**config.mk**
```make
export PLATFORM = sky130hd
export DESIGN_NAME = wheel_speed_pid_with_filter_flat
export DESIGN_NICKNAME = d
export VERILOG_FILES = /design/src/wspid_pkg.sv /design/src/wspid_if.sv /design/src/wspid_datapath.sv /design/src/wheel_speed_pid_with_filter.sv /design/src/flat_wrapper.sv
export SDC_FILE = /design/constraint.sdc
export NUM_CORES = 2
export LEC_CHECK = 0
export BUFFER_PORTS_ARGS = -buffer_cell sky130_fd_sc_hd__buf_2
export CORE_ASPECT_RATIO = 0.7
export CORE_MARGIN = 2
export CORE_UTILIZATION = 35
export CTS_CLUSTER_DIAMETER = 50
export DETAILED_ROUTE_END_ITERATION = 7
export GPL_TIMING_DRIVEN = 1
export PLACE_DENSITY = 0.62
export REMOVE_ABC_BUFFERS = 1
export SKIP_CTS_REPAIR_TIMING = 1
export SYNTH_ARGS = -nofsm -noshare
export SYNTH_HDL_FRONTEND = slang
export SYNTH_HIERARCHICAL = 1
export SYNTH_SLANG_ARGS = --single-unit
```
**constraint.sdc**
```tcl
create_clock -name clk -period 20 [get_ports clk]
set_clock_uncertainty 0.05 [all_clocks]
set_input_delay 4 -clock clk [delete_from_list [all_inputs] [get_ports clk]]
set_output_delay 4 -clock clk [all_outputs]
set_load 0.03 [all_outputs]
```
**src/wspid_pkg.sv**
```systemverilog
`default_nettype none

package wspid_pkg;

  localparam int FILT_W  = 25;
  localparam int ERR_W   = 26;
  localparam int INTEG_W = 26;
  localparam int DIFF_W  = 27;
  localparam int MA_W    = 27;
  localparam int MB_W    = 18;
  localparam int PROD_W  = 45;
  localparam int ACC_W   = 46;
  localparam int STEP_W  = 4;
  localparam int FRAC_W  = 16;

  localparam int CFG_IDX_W  = 3;
  localparam int CFG_DATA_W = 24;

  localparam logic [CFG_IDX_W-1:0] REG_PROP_GAIN      = 3'd0;
  localparam logic [CFG_IDX_W-1:0] REG_INTEG_GAIN     = 3'd1;
  localparam logic [CFG_IDX_W-1:0] REG_DERIV_GAIN     = 3'd2;
  localparam logic [CFG_IDX_W-1:0] REG_INTEGRAL_BOUND = 3'd3;
  localparam logic [CFG_IDX_W-1:0] REG_FILTER_ALPHA   = 3'd4;
  localparam logic [CFG_IDX_W-1:0] REG_DRIVE_LIMIT    = 3'd5;

  localparam logic [16:0] ALPHA_ONE       = 17'h10000;
  localparam logic [14:0] DRIVE_LIMIT_RST = 15'h7fff;

  // multiplier operand selects
  localparam logic [2:0] A_MEAS  = 3'd0;
  localparam logic [2:0] A_FILT  = 3'd1;
  localparam logic [2:0] A_ERR   = 3'd2;
  localparam logic [2:0] A_INTEG = 3'd3;
  localparam logic [2:0] A_DIFF  = 3'd4;

  localparam logic [2:0] B_ALPHA = 3'd0;
  localparam logic [2:0] B_OMA   = 3'd1;
  localparam logic [2:0] B_PGAIN = 3'd2;
  localparam logic [2:0] B_IGAIN = 3'd3;
  localparam logic [2:0] B_DGAIN = 3'd4;

  // accumulator ops
  localparam logic [1:0] ACC_HOLD  = 2'd0;
  localparam logic [1:0] ACC_LOAD  = 2'd1;
  localparam logic [1:0] ACC_ADD   = 2'd2;
  localparam logic [1:0] ACC_CLAMP = 2'd3;

  // state register writes
  localparam logic [2:0] WR_NONE       = 3'd0;
  localparam logic [2:0] WR_CLEAR      = 3'd1;
  localparam logic [2:0] WR_FILT_EMA   = 3'd2;
  localparam logic [2:0] WR_FILT_PRIME = 3'd3;
  localparam logic [2:0] WR_ERR        = 3'd4;
  localparam logic [2:0] WR_INTEG_DIFF = 3'd5;

  // sequencer jumps
  localparam logic [1:0] JMP_NONE     = 2'd0;
  localparam logic [1:0] JMP_ALWAYS   = 2'd1;
  localparam logic [1:0] JMP_UNPRIMED = 2'd2;

  localparam logic [STEP_W-1:0] STEP_START = 4'd0;
  localparam logic [STEP_W-1:0] STEP_PRIME = 4'd4;
  localparam logic [STEP_W-1:0] STEP_ERR   = 4'd5;

  typedef struct packed {
    logic [2:0]        a_sel;
    logic [2:0]        b_sel;
    logic [1:0]        acc_op;
    logic [2:0]        wr_op;
    logic [1:0]        jmp;
    logic [STEP_W-1:0] dest;
    logic              last;
  } ctrl_t;

  typedef struct packed {
    logic signed [15:0] prop_gain;
    logic signed [15:0] integ_gain;
    logic signed [15:0] deriv_gain;
    logic [23:0]        integral_bound;
    logic [16:0]        filter_alpha;
    logic [14:0]        drive_limit;
  } cfg_t;

  localparam ctrl_t CTRL_IDLE = '{a_sel: A_MEAS, b_sel: B_ALPHA, acc_op: ACC_HOLD,
                                  wr_op: WR_NONE, jmp: JMP_NONE, dest: STEP_START,
                                  last: 1'b0};

  function automatic ctrl_t cw(input logic [2:0] a, input logic [2:0] b,
                               input logic [1:0] acc, input logic [2:0] wr,
                               input logic [1:0] jmp, input logic [STEP_W-1:0] dest,
                               input logic last);
    ctrl_t c;
    c.a_sel  = a;
    c.b_sel  = b;
    c.acc_op = acc;
    c.wr_op  = wr;
    c.jmp    = jmp;
    c.dest   = dest;
    c.last   = last;
    return c;
  endfunction

  // control program for one step transaction; a product issued in a step
  // is in the product register during the step executed after it
  function automatic ctrl_t ucode(input logic [STEP_W-1:0] s);
    ctrl_t c;
    unique case (s)
      4'd0:  c = cw(A_MEAS,  B_ALPHA, ACC_HOLD,  WR_NONE,       JMP_UNPRIMED, STEP_PRIME,
                    1'b0);
      4'd1:  c = cw(A_FILT,  B_OMA,   ACC_LOAD,  WR_NONE,       JMP_NONE, STEP_START, 1'b0);
      4'd2:  c = cw(A_MEAS,  B_ALPHA, ACC_ADD,   WR_NONE,       JMP_NONE, STEP_START, 1'b0);
      4'd3:  c = cw(A_MEAS,  B_ALPHA, ACC_HOLD,  WR_FILT_EMA,   JMP_ALWAYS, STEP_ERR, 1'b0);
      4'd4:  c = cw(A_MEAS,  B_ALPHA, ACC_HOLD,  WR_FILT_PRIME, JMP_NONE, STEP_START, 1'b0);
      4'd5:  c = cw(A_MEAS,  B_ALPHA, ACC_HOLD,  WR_ERR,        JMP_NONE, STEP_START, 1'b0);
      4'd6:  c = cw(A_ERR,   B_PGAIN, ACC_HOLD,  WR_INTEG_DIFF, JMP_NONE, STEP_START, 1'b0);
      4'd7:  c = cw(A_INTEG, B_IGAIN, ACC_LOAD,  WR_NONE,       JMP_NONE, STEP_START, 1'b0);
      4'd8:  c = cw(A_DIFF,  B_DGAIN, ACC_ADD,   WR_NONE,       JMP_NONE, STEP_START, 1'b0);
      4'd9:  c = cw(A_MEAS,  B_ALPHA, ACC_ADD,   WR_NONE,       JMP_NONE, STEP_START, 1'b0);
      4'd10: c = cw(A_MEAS,  B_ALPHA, ACC_CLAMP, WR_NONE,       JMP_NONE, STEP_START, 1'b0);
      4'd11: c = cw(A_MEAS,  B_ALPHA, ACC_HOLD,  WR_NONE,       JMP_NONE, STEP_START, 1'b1);
      default: c = CTRL_IDLE;
    endcase
    return c;
  endfunction

endpackage

`default_nettype wire

```
**src/wspid_if.sv**
```systemverilog
`default_nettype none

interface wspid_req_if;
  logic               valid;
  logic               ready;
  logic               action;
  logic signed [15:0] speed_ref;
  logic signed [15:0] speed_fb;

  modport source(output valid, action, speed_ref, speed_fb, input ready);
  modport sink(input valid, action, speed_ref, speed_fb, output ready);
endinterface

interface wspid_rsp_if;
  logic               valid;
  logic               ready;
  logic signed [15:0] drive_value;

  modport source(output valid, drive_value, input ready);
  modport sink(input valid, drive_value, output ready);
endinterface

`default_nettype wire

```
**src/wspid_datapath.sv**
```systemverilog
`default_nettype none

module wspid_datapath (
  input  wire                   clk,
  input  wire                   rst,
  input  wire wspid_pkg::ctrl_t ctrl,
  input  wire wspid_pkg::cfg_t  cfg,
  input  wire logic signed [15:0] target,
  input  wire logic signed [15:0] meas,
  output logic                  primed,
  output logic signed [15:0]    drive
);

  localparam int AW = wspid_pkg::ACC_W;
  localparam int FW = wspid_pkg::FRAC_W;

  logic signed [wspid_pkg::FILT_W-1:0]  filt;
  logic signed [wspid_pkg::ERR_W-1:0]   err;
  logic signed [wspid_pkg::INTEG_W-1:0] integ;
  logic signed [wspid_pkg::ERR_W-1:0]   prev;
  logic signed [wspid_pkg::DIFF_W-1:0]  diff;
  logic signed [wspid_pkg::PROD_W-1:0]  prod;
  logic signed [AW-1:0]                 acc;

  logic [16:0]                          alpha_eff;
  logic [16:0]                          oma;
  logic signed [23:0]                   meas256;
  logic signed [23:0]                   target256;
  logic signed [wspid_pkg::MA_W-1:0]    ma;
  logic signed [wspid_pkg::MB_W-1:0]    mb;
  logic signed [wspid_pkg::PROD_W-1:0]  prod_next;
  logic signed [AW-1:0]                 acc_next;
  logic signed [AW-1:0]                 acc_rnd;
  logic signed [AW-1:0]                 lim_pos;
  logic signed [AW-1:0]                 lim_neg;
  logic signed [wspid_pkg::DIFF_W-1:0]  isum;
  logic signed [wspid_pkg::DIFF_W-1:0]  bnd_pos;
  logic signed [wspid_pkg::DIFF_W-1:0]  bnd_neg;
  logic signed [wspid_pkg::DIFF_W-1:0]  isum_clamped;

  // zero or above one both mean no filtering
  assign alpha_eff = (cfg.filter_alpha == 17'd0 || cfg.filter_alpha > wspid_pkg::ALPHA_ONE)
                   ? wspid_pkg::ALPHA_ONE : cfg.filter_alpha;
  assign oma       = wspid_pkg::ALPHA_ONE - alpha_eff;
  assign meas256   = {meas, 8'h00};
  assign target256 = {target, 8'h00};

  always_comb begin
    unique case (ctrl.a_sel)
      wspid_pkg::A_MEAS:  ma = wspid_pkg::MA_W'(meas256);
      wspid_pkg::A_FILT:  ma = wspid_pkg::MA_W'(filt);
      wspid_pkg::A_ERR:   ma = wspid_pkg::MA_W'(err);
      wspid_pkg::A_INTEG: ma = wspid_pkg::MA_W'(integ);
      wspid_pkg::A_DIFF:  ma = diff;
      default:            ma = '0;
    endcase
    unique case (ctrl.b_sel)
      wspid_pkg::B_ALPHA: mb = {1'b0, alpha_eff};
      wspid_pkg::B_OMA:   mb = {1'b0, oma};
      wspid_pkg::B_PGAIN: mb = wspid_pkg::MB_W'(cfg.prop_gain);
      wspid_pkg::B_IGAIN: mb = wspid_pkg::MB_W'(cfg.integ_gain);
      wspid_pkg::B_DGAIN: mb = wspid_pkg::MB_W'(cfg.deriv_gain);
      default:            mb = '0;
    endcase
  end

  assign prod_next = ma * mb;

  // round to nearest, ties away from zero, on the 16 fraction bits
  assign acc_rnd = acc + (acc[AW-1] ? AW'((1 << (FW - 1)) - 1) : AW'(1 << (FW - 1)));
  assign drive   = acc_rnd[FW+15:FW];

  assign lim_pos = AW'({cfg.drive_limit, 16'h0000});
  assign lim_neg = -lim_pos;

  always_comb begin
    unique case (ctrl.acc_op)
      wspid_pkg::ACC_HOLD:  acc_next = acc;
      wspid_pkg::ACC_LOAD:  acc_next = AW'(prod);
      wspid_pkg::ACC_ADD:   acc_next = acc + AW'(prod);
      wspid_pkg::ACC_CLAMP: begin
        if (acc > lim_pos) begin
          acc_next = lim_pos;
        end else if (acc < lim_neg) begin
          acc_next = lim_neg;
        end else begin
          acc_next = acc;
        end
      end
      default:              acc_next = acc;
    endcase
  end

  assign isum    = wspid_pkg::DIFF_W'(integ) + wspid_pkg::DIFF_W'(err);
  assign bnd_pos = wspid_pkg::DIFF_W'(cfg.integral_bound);
  assign bnd_neg = -bnd_pos;

  always_comb begin
    priority if (isum > bnd_pos) begin
      isum_clamped = bnd_pos;
    end else if (isum < bnd_neg) begin
      isum_clamped = bnd_neg;
    end else begin
      isum_clamped = isum;
    end
  end

  always_ff @(posedge clk) begin
    prod <= prod_next;
    acc  <= acc_next;
    if (ctrl.wr_op == wspid_pkg::WR_ERR) begin
      err <= wspid_pkg::ERR_W'(target256) - wspid_pkg::ERR_W'(filt);
    end
    if (ctrl.wr_op == wspid_pkg::WR_INTEG_DIFF) begin
      diff <= wspid_pkg::DIFF_W'(err) - wspid_pkg::DIFF_W'(prev);
    end
  end

  always_ff @(posedge clk) begin
    if (rst) begin
      filt   <= '0;
      primed <= 1'b0;
      integ  <= '0;
      prev   <= '0;
    end else begin
      unique case (ctrl.wr_op)
        wspid_pkg::WR_CLEAR: begin
          filt   <= '0;
          primed <= 1'b0;
          integ  <= '0;
          prev   <= '0;
        end
        wspid_pkg::WR_FILT_EMA: begin
          filt   <= acc_rnd[FW+wspid_pkg::FILT_W-1:FW];
          primed <= 1'b1;
        end
        wspid_pkg::WR_FILT_PRIME: begin
          filt   <= wspid_pkg::FILT_W'(meas256);
          primed <= 1'b1;
        end
        wspid_pkg::WR_INTEG_DIFF: begin
          integ <= wspid_pkg::INTEG_W'(isum_clamped);
          prev  <= err;
        end
        default: begin
        end
      endcase
    end
  end

endmodule

`default_nettype wire

```
**src/wheel_speed_pid_with_filter.sv**
```systemverilog
`default_nettype none
// Wheel speed PID with an EMA filter on the measured speed.
// request channel: action 0 runs one control step on speed_ref and
// speed_fb; action 1 clears filter, integral and previous error and
// gives no result. result channel: one drive_value per control step.
// Configuration: cfg_write/cfg_index/cfg_data write one register per cycle;
// the user must do so only while no transaction is in flight, as the block
// itself does not enforce it. The first step after reset or clear skips the
// filter math. The microcode program runs up to five products through one
// shared 27x18 multiplier; request.ready is low while the program runs, so a
// new step is accepted only after the last one finishes. A clear is taken
// while idle and starts no program.
// The result sits in an output register; the next request is accepted while
// it waits. If the receiver stalls, the program holds on its final step
// until the output register frees up.
// Reset (synchronous, rst high) clears the state, the sequencer and the
// output valid flag and loads the register defaults.
module wheel_speed_pid_with_filter (
  input  wire                                    clk,
  input  wire                                    rst,
  wspid_req_if.sink                              request,
  wspid_rsp_if.source                            result,
  input  wire                                    cfg_write,
  input  wire logic [wspid_pkg::CFG_IDX_W-1:0]   cfg_index,
  input  wire logic [wspid_pkg::CFG_DATA_W-1:0]  cfg_data
);

  wspid_pkg::cfg_t   cfg;
  wspid_pkg::ctrl_t  rom;
  wspid_pkg::ctrl_t  ctrl;

  logic                          busy;
  logic [wspid_pkg::STEP_W-1:0]  step;
  logic signed [15:0]            target;
  logic signed [15:0]            meas;
  logic                          out_valid;
  logic signed [15:0]            out_data;
  logic                          primed;
  logic signed [15:0]            drive;
  logic                          req_take;
  logic                          stall;
  logic                          jump;

  assign request.ready      = !busy;
  assign result.valid       = out_valid;
  assign result.drive_value = out_data;

  assign req_take = request.valid && !busy;
  assign rom      = wspid_pkg::ucode(step);
  assign stall    = rom.last && out_valid && !result.ready;
  assign jump     = (rom.jmp == wspid_pkg::JMP_ALWAYS)
                 || (rom.jmp == wspid_pkg::JMP_UNPRIMED && !primed);

  always_comb begin
    ctrl = wspid_pkg::CTRL_IDLE;
    if (busy) begin
      ctrl = rom;
    end else if (req_take && request.action) begin
      ctrl.wr_op = wspid_pkg::WR_CLEAR;
    end
  end

  always_ff @(posedge clk) begin
    if (rst) begin
      cfg.prop_gain      <= '0;
      cfg.integ_gain     <= '0;
      cfg.deriv_gain     <= '0;
      cfg.integral_bound <= '0;
      cfg.filter_alpha   <= wspid_pkg::ALPHA_ONE;
      cfg.drive_limit    <= wspid_pkg::DRIVE_LIMIT_RST;
    end else if (cfg_write) begin
      unique case (cfg_index)
        wspid_pkg::REG_PROP_GAIN:      cfg.prop_gain      <= cfg_data[15:0];
        wspid_pkg::REG_INTEG_GAIN:     cfg.integ_gain     <= cfg_data[15:0];
        wspid_pkg::REG_DERIV_GAIN:     cfg.deriv_gain     <= cfg_data[15:0];
        wspid_pkg::REG_INTEGRAL_BOUND: cfg.integral_bound <= cfg_data[23:0];
        wspid_pkg::REG_FILTER_ALPHA:   cfg.filter_alpha   <= cfg_data[16:0];
        wspid_pkg::REG_DRIVE_LIMIT:    cfg.drive_limit    <= cfg_data[14:0];
        default: begin
        end
      endcase
    end
  end

  always_ff @(posedge clk) begin
    if (req_take && !request.action) begin
      target <= request.speed_ref;
      meas   <= request.speed_fb;
    end
    if (busy && rom.last && !stall) begin
      out_data <= drive;
    end
  end

  always_ff @(posedge clk) begin
    if (rst) begin
      busy      <= 1'b0;
      step      <= wspid_pkg::STEP_START;
      out_valid <= 1'b0;
    end else begin
      // a finishing program refills the output register as it drains
      if (busy && rom.last && !stall) begin
        out_valid <= 1'b1;
      end else if (out_valid && result.ready) begin
        out_valid <= 1'b0;
      end
      if (busy) begin
        if (rom.last) begin
          if (!stall) begin
            busy <= 1'b0;
          end
        end else if (jump) begin
          step <= rom.dest;
        end else begin
          step <= step + 1'b1;
        end
      end else if (req_take && !request.action) begin
        busy <= 1'b1;
        step <= wspid_pkg::STEP_START;
      end
    end
  end

  wspid_datapath u_datapath (
    .clk    (clk),
    .rst    (rst),
    .ctrl   (ctrl),
    .cfg    (cfg),
    .target (target),
    .meas   (meas),
    .primed (primed),
    .drive  (drive)
  );

endmodule

`default_nettype wire

```
**src/flat_wrapper.sv**
```systemverilog
// flat-port wrapper written by rule: the top's interface ports become plain ports
module wheel_speed_pid_with_filter_flat 
  (clk, rst, cfg_write, cfg_index, cfg_data, request_valid, request_action, request_speed_ref, request_speed_fb, request_ready, result_valid, result_drive_value, result_ready);
  wspid_req_if request_i ();
  wspid_rsp_if result_i ();
  input  wire clk;
  input  wire rst;
  input  wire cfg_write;
  input  wire logic [wspid_pkg::CFG_IDX_W-1:0] cfg_index;
  input  wire logic [wspid_pkg::CFG_DATA_W-1:0] cfg_data;
  input wire logic [$bits(request_i.valid)-1:0] request_valid;
  input wire logic [$bits(request_i.action)-1:0] request_action;
  input wire logic [$bits(request_i.speed_ref)-1:0] request_speed_ref;
  input wire logic [$bits(request_i.speed_fb)-1:0] request_speed_fb;
  output wire logic [$bits(request_i.ready)-1:0] request_ready;
  output wire logic [$bits(result_i.valid)-1:0] result_valid;
  output wire logic [$bits(result_i.drive_value)-1:0] result_drive_value;
  input wire logic [$bits(result_i.ready)-1:0] result_ready;
  assign request_i.valid = request_valid;
  assign request_i.action = request_action;
  assign request_i.speed_ref = request_speed_ref;
  assign request_i.speed_fb = request_speed_fb;
  assign request_ready = request_i.ready;
  assign result_valid = result_i.valid;
  assign result_drive_value = result_i.drive_value;
  assign result_i.ready = result_ready;
  wheel_speed_pid_with_filter u_core (.clk(clk), .rst(rst), .request(request_i), .result(result_i), .cfg_write(cfg_write), .cfg_index(cfg_index), .cfg_data(cfg_data));
endmodule
```
# Word level (Yosys, flattened, before mapping)
# Memory sizes are Yosys's and may differ from the RTL's. A register that Yosys moved wholly into a read port is not among the register bits.
# Index checks and enable logic that the tools add are counted.
classes:
  bitwise: 1
  n_mux: 28
  magnitude_cmp: 5
  n_eq_ne: 25
  n_addsub: 9
  div: 0
  multipliers: 1
  reduce_logical: 35
  shifts: 0
ops:
  columns: ["op", "count"]
  rows:
  - ["one-hot mux 46 bit (3 select lines)", 1]
  - ["one-hot mux 27 bit (5 select lines)", 1]
  - ["one-hot mux 26 bit (2 select lines)", 2]
  - ["2-to-1 mux 46 bit", 2]
  - ["one-hot mux 18 bit (5 select lines)", 1]
  - ["one-hot mux 25 bit (3 select lines)", 1]
  - ["2-to-1 mux 26 bit", 2]
  - ["adder 46 x 45 -> 46 bit", 1]
  - ["> comparator 46 x 32 -> 1 bit", 1]
  - ["less-than comparator 46 bit", 1]
  - ["negation 31 -> 46 bit", 1]
  - ["multiplier 27 x 18 -> 45 bit", 1]
  - ["adder 41 x 17 -> 41 bit", 1]
  - ["adder 26 x 26 -> 27 bit", 1]
  - ["> comparator 27 x 25 -> 1 bit", 1]
  - ["less-than comparator 27 bit", 1]
  - ["negation 24 -> 27 bit", 1]
  - ["subtractor 26 x 26 -> 27 bit", 1]
  - ["subtractor 24 x 25 -> 26 bit", 1]
  - ["equality test 3 x 2 -> 1 bit, second input constant", 8]
  - ["2-to-1 mux 4 bit", 6]
  - ["equality test 3 bit, second input constant", 6]
  - ["> comparator 17 bit, second input constant", 1]
  - ["zero test 17 bit", 1]
  - ["23 further kinds", 60]
totals:
  in_bits: 65
  n_memories: 1
  elab_cells: 125
  ramBits: 0
  register_bits: 380
  rom_bits: 256
  output_inout_bits: 18
  latch_bits: 0
mem_list:
  columns: ["memory", "depth", "width", "read_ports", "rd_clocked_by_memory_dff", "wr", "line", "rtl"]
  rows:
  - ["(no name shown)", 16, 16, 1, 1, 0, "wspid_pkg.sv:107", "unique case (s)"]

# Longest topological paths before layout
logic_depth:
  depth_word: 8
  depth_mapped: 40
  mapped_depth_nobuf: 37

# By module
# Netlist, hierarchy kept.
modules_own_cells:
  columns: ["mod", "seq_area_each_um2", "instances", "cells_per_inst", "area_per_inst_um2"]
  rows:
  - ["wspid_datapath", 5435.2, 1, 4340, 37010.5]
  - ["wheel_speed_pid_with_filter", 3883.7, 1, 605, 5914.4]

# Worst setup path after synthesis
# OpenSTA, ideal clock, no wires.
synth_timing:
  path_type: "register to register"
  startpoint: "register u_core/cfg[18] (netlist name)"
  endpoint: "register u_core/u_datapath/prod[39] in the netlist's numbering"
  stages_incl_launch_ff: 39
  setup_time_ps: 79
  period_less_slack_ps: 9172
  t_required_ps: 19871
  path_buffers: 3
  path_slack_ps: 10828
  arrival_time_ps: 9043
  path_cell_list: "dfxtp_1 -> nor4_1 -> nand3_1 -> or2_1 -> nand3b_1 -> ha_1 -> buf_2 -> inv_1 -> nand2_1 -> ha_1 -> o21ai_0 -> o21bai_1 -> o21bai_1 -> o31ai_1 -> mux2_2 -> a22oi_1 -> o22ai_1 -> clkbuf_1 -> [3 not listed] -> fa_1 -> fa_1 -> fa_1 -> fa_1 -> inv_1 -> fa_1 -> inv_1 -> ha_1 -> clkbuf_1 -> a21o_1 -> a21oi_1 -> o21ai_0 -> a2111oi_0 -> o22ai_1 -> o21ai_1 -> o31ai_1 -> a2111o_1 -> o211ai_1"
synth_via:
  elab_chain_cells: 6
  word_cells_on_any_way: 7
synth_rtl:
  columns: ["item", "line", "rtl"]
  rows:
  - ["> comparator 17 bit / zero test 17 bit (equally long branches)", "wspid_datapath.sv:42", "assign alpha_eff = (cfg.filter_alpha == 17'd0 || cfg.filter_alpha > wspid_pkg::ALPHA_ONE)"]
  - ["logical OR 1 bit", "wspid_datapath.sv:42", null]
  - ["2-to-1 mux 17 bit (*)", "wspid_datapath.sv:43", "? wspid_pkg::ALPHA_ONE : cfg.filter_alpha;"]
  - ["subtractor 17 bit", "wspid_datapath.sv:44", "assign oma = wspid_pkg::ALPHA_ONE - alpha_eff;"]
  - ["one-hot mux 18 bit (5 select lines) (*)", "wspid_datapath.sv:57", "unique case (ctrl.b_sel)"]
  - ["multiplier 27 x 18 -> 45 bit (*)", "wspid_datapath.sv:67", "assign prod_next = ma * mb;"]
  - ["named net u_core.u_datapath.prod_next, one bit", "wspid_datapath.sv:31", "logic signed [wspid_pkg::PROD_W-1:0] prod_next;"]
  - ["end signal, assigned", "wspid_datapath.sv:109", "prod <= prod_next;"]
  - ["end, declared", "wspid_datapath.sv:22", "logic signed [wspid_pkg::PROD_W-1:0] prod;"]
# The timed path passes the listed nets; every way through them passes the cells marked *.
# A chain may end at the register's enable or synchronous reset.

# Worst setup path in the final report
layout_timing:
  startpoint: "register u_core/cfg[18] (netlist name)"
  endpoint: "register u_core/u_datapath/prod[41] in the netlist's numbering"
layout_via:
  elab_chain_cells: 6
  word_cells_on_any_way: 7
layout_rtl:
  columns: ["item", "line"]
  rows:
  - ["> comparator 17 bit / zero test 17 bit (equally long branches)", "wspid_datapath.sv:42"]
  - ["logical OR 1 bit", "wspid_datapath.sv:42"]
  - ["2-to-1 mux 17 bit (*)", "wspid_datapath.sv:43"]
  - ["subtractor 17 bit", "wspid_datapath.sv:44"]
  - ["one-hot mux 18 bit (5 select lines) (*)", "wspid_datapath.sv:57"]
  - ["multiplier 27 x 18 -> 45 bit (*)", "wspid_datapath.sv:67"]
  - ["named net u_core.u_datapath.prod_next, one bit", "wspid_datapath.sv:31"]
# Marks and branches as above.

==> parameters.txt <==
Parameter                              Value

Status
  Result of the run ... finished clean

Place
  Number of input and output port buffers inserted ... 82
  Cell area reported after detailed placement ... 0.0452 mm^2
  DPL Wire Length ... 109000 um
  Placer Congestion ... 0.956

Worst hold path
  Worst min path class ... flip-flop to flip-flop

Floorplan
  Die ar. ... 0.125 mm^2
  I/O pin count ... 83
  Initial core utilization ... 0.353
  Area of the placeable core ... 0.122 mm^2
  Die span in y ... 297 um
  Number of core rows ... 107
  Width of the die ... 422 um

Detailed routing
  Number of nets with antenna violations after detailed routing ... 0
  Total detailed-routing wirelength ... 139000 um
  Routed via count divided by cell count ... 5.44
  Violation count after the first detailed-route iteration ... 3638
  First-pass DRT Iterations ... 5
  DR WL/cell ... 21.1 um
  Via Count ... 35900
  # DRC ... 0

Finish
  Register area ... 0.00932 mm^2
  Fraction of final layout cells sized beyond drive strength 1 ... 0.0661
  Area of all placed cells without fillers ... 0.0468 mm^2
  Synthesis-to-finish area growth ... 9.02%
  Number of diodes added for antenna fixing ... 0
  Layout Nets ... 5807
  Multi-input gate area ... 0.0301 mm^2
  Filler cell count in the final layout ... 12200

Yosys
  Count of warnings emitted by yosys ... 6
  Avg Synthesized Cell Area ... 8.68 um^2
  Combined area of all synthesized cells ... 0.0429 mm^2
  Gate count of the mapped netlist ... 4941

Timing
  Clock period minus worst slack ... 11.32 ns
  Part of the cycle the worst path needs ... 0.566
  Final Max Slew Viols ... 0
  Worst-Margin Slew ... 1.37 ns
  Setup TNS after final layout ... 0 ns
  Timing-limited maximum frequency ... 88.3 MHz
  Final hold vios ... 0
  Relative slew slack ... 0.0821
  RSZ-0062 raised after global routing ... no
  Total of endpoints with negative setup slack in the final report ... 0

Power
  Power density relative to cell area ... 53.1 mW/mm^2
  Pleak ... 20.5 nW
  Max VDD drop ... 0.0600 mV

GRT
  Congestion Overflow GR ... 0
  Via count of the first global-routing pass ... 34300
  Maximum number of pins on one net before global-route repair ... 116
  Initial antenna violation count ... 1
  Global-route wire length before repair ... 214000 um
  Global routing usage summed across all routing layers ... 0.219

Clock network
  Number of clock sinks ... 392
  Clock input transition at the sequential cells of the worst setup and hold paths ... 0.06 ns
  TritonCTS buffer count ... 48
  Clk Latency, worst-skew pair ... 0.64 ns
  Clk root buf ... clkbuf_16
  H-tree depth ... 2
  Clock buffer depth ... 3
  CTS tree ... built

Worst setup path
  Worst Setup End Kind ... flip-flop
  Number of buffers and inverters on the critical path ... 4
  Worst Path Arrival ... 11.84 ns
  Most prevalent standard cell on the critical path ... fa_1
  Critical-path top delay cell ... o22ai_4
  CP Launch Type ... flip-flop
  Worst Setup Path Type ... flip-flop to flip-flop
  Required time of the critical path ... 20.52 ns
  Largest stage delay on the critical path ... 0.89 ns
  Top Family by Delay on Critical Path ... compound AO/OA/AOI/OAI gates
  Biggest fanout along the worst timing path ... 27

Job
  Max-capacitance violation count ... 0
[layer usage]
metal / vias to the layer above / wire (um) / global-route usage / share of wire
li1: 16400 / - / - / -
met1: 17600 / 64900 / 0.336 / 0.47
met3: 169 / 15800 / 0.0636 / 0.11
met5: - / 11 / 0 / 0.000079
met2: 1640 / 55200 / 0.297 / 0.40
met4: 2 / 3550 / 0.0518 / 0.025
[cells in the final DEF, fill, tap and decap left out, drive strengths merged, types with 52 or more instances in the layout]
master,n
a21o,84
nand2,753
a21oi,298
fa,476
ha,345
xnor2,160
o21ai,122
xor2,52
nor2b,84
nor2,235
nor3,68
nand3,100
clkbuf,56
inv,750
edfxtp,147
and2,85
buf,150
dfxtp,245
a22oi,61
[flip-flops by register name, summed over array words and instances, names as in the netlist, 25 cells and up]
name and flops:
u_core/u_datapath/err 26, u_core/u_datapath/diff 27, u_core/u_datapath/acc 46, u_core/u_datapath/filt 25
u_core/u_datapath/prev 26, u_core/cfg 104, u_core/u_datapath/prod 45, u_core/u_datapath/integ 26
[final timing paths]
path,from,cells past startpoint,slack [ns],to
worst max register to register,u_core/cfg[18]$_SDFFE_PP0P_,35,8.68,u_core/u_datapath/prod[41]$_DFF_P_
worst max-delay path,u_core/cfg[18]$_SDFFE_PP0P_,35,8.68,u_core/u_datapath/prod[41]$_DFF_P_
worst min register to register,u_core/u_datapath/prev[20]$_SDFFE_PP0P_,2,0.40,u_core/u_datapath/prev[20]$_SDFFE_PP0P_
worst min-delay path,u_core/u_datapath/prev[20]$_SDFFE_PP0P_,2,0.40,u_core/u_datapath/prev[20]$_SDFFE_PP0P_
[worst reg2reg max path, delay by kind of cell (launching register included)]
family                   cells  cell delay [ns]
adder cells (fa/ha/maj)      9             4.33
flip-flops                   1             0.34
buffers and inverters        4             0.44
AND/OR/NAND/NOR              6             1.42
AO/OA/AOI/OAI               15             4.49
multiplexers                 1             0.19
[report_power, final]
| group | switching (mW) | internal (mW) | leakage [nW] | total (mW) |
|---|---|---|---|---|
| logic | 0.407 | 0.262 | 16.4 | 0.669 |
| registers | 0.0441 | 0.867 | 3.33 | 0.911 |
| clock network | 0.402 | 0.499 | 0.787 | 0.902 |
[cell type report]
type                    count  area share
multi-input cells        3589       0.643
flip-flops and latches    392       0.199
inverters                 740      0.0595
well taps                1635      0.0437
clock buffers              56      0.0274
repair buffers            150      0.0200
clock inverters            34     0.00709
[metrics by stage]
stage               hold slack, ns  total power [mW]  setup slack, ns  std cells  utilization
floorplan                    0.376              1.38            10.16       4721            -
global placement             0.389              1.58             9.19       6506        0.371
detailed placement           0.395              1.58             8.96       6506        0.371
CTS                          0.404              2.49             8.89       6596        0.384
global route                 0.421              2.60             8.08       6596        0.384
finish                       0.401              2.48             8.68       6596        0.384
Power figures use the tool's default switching activity.
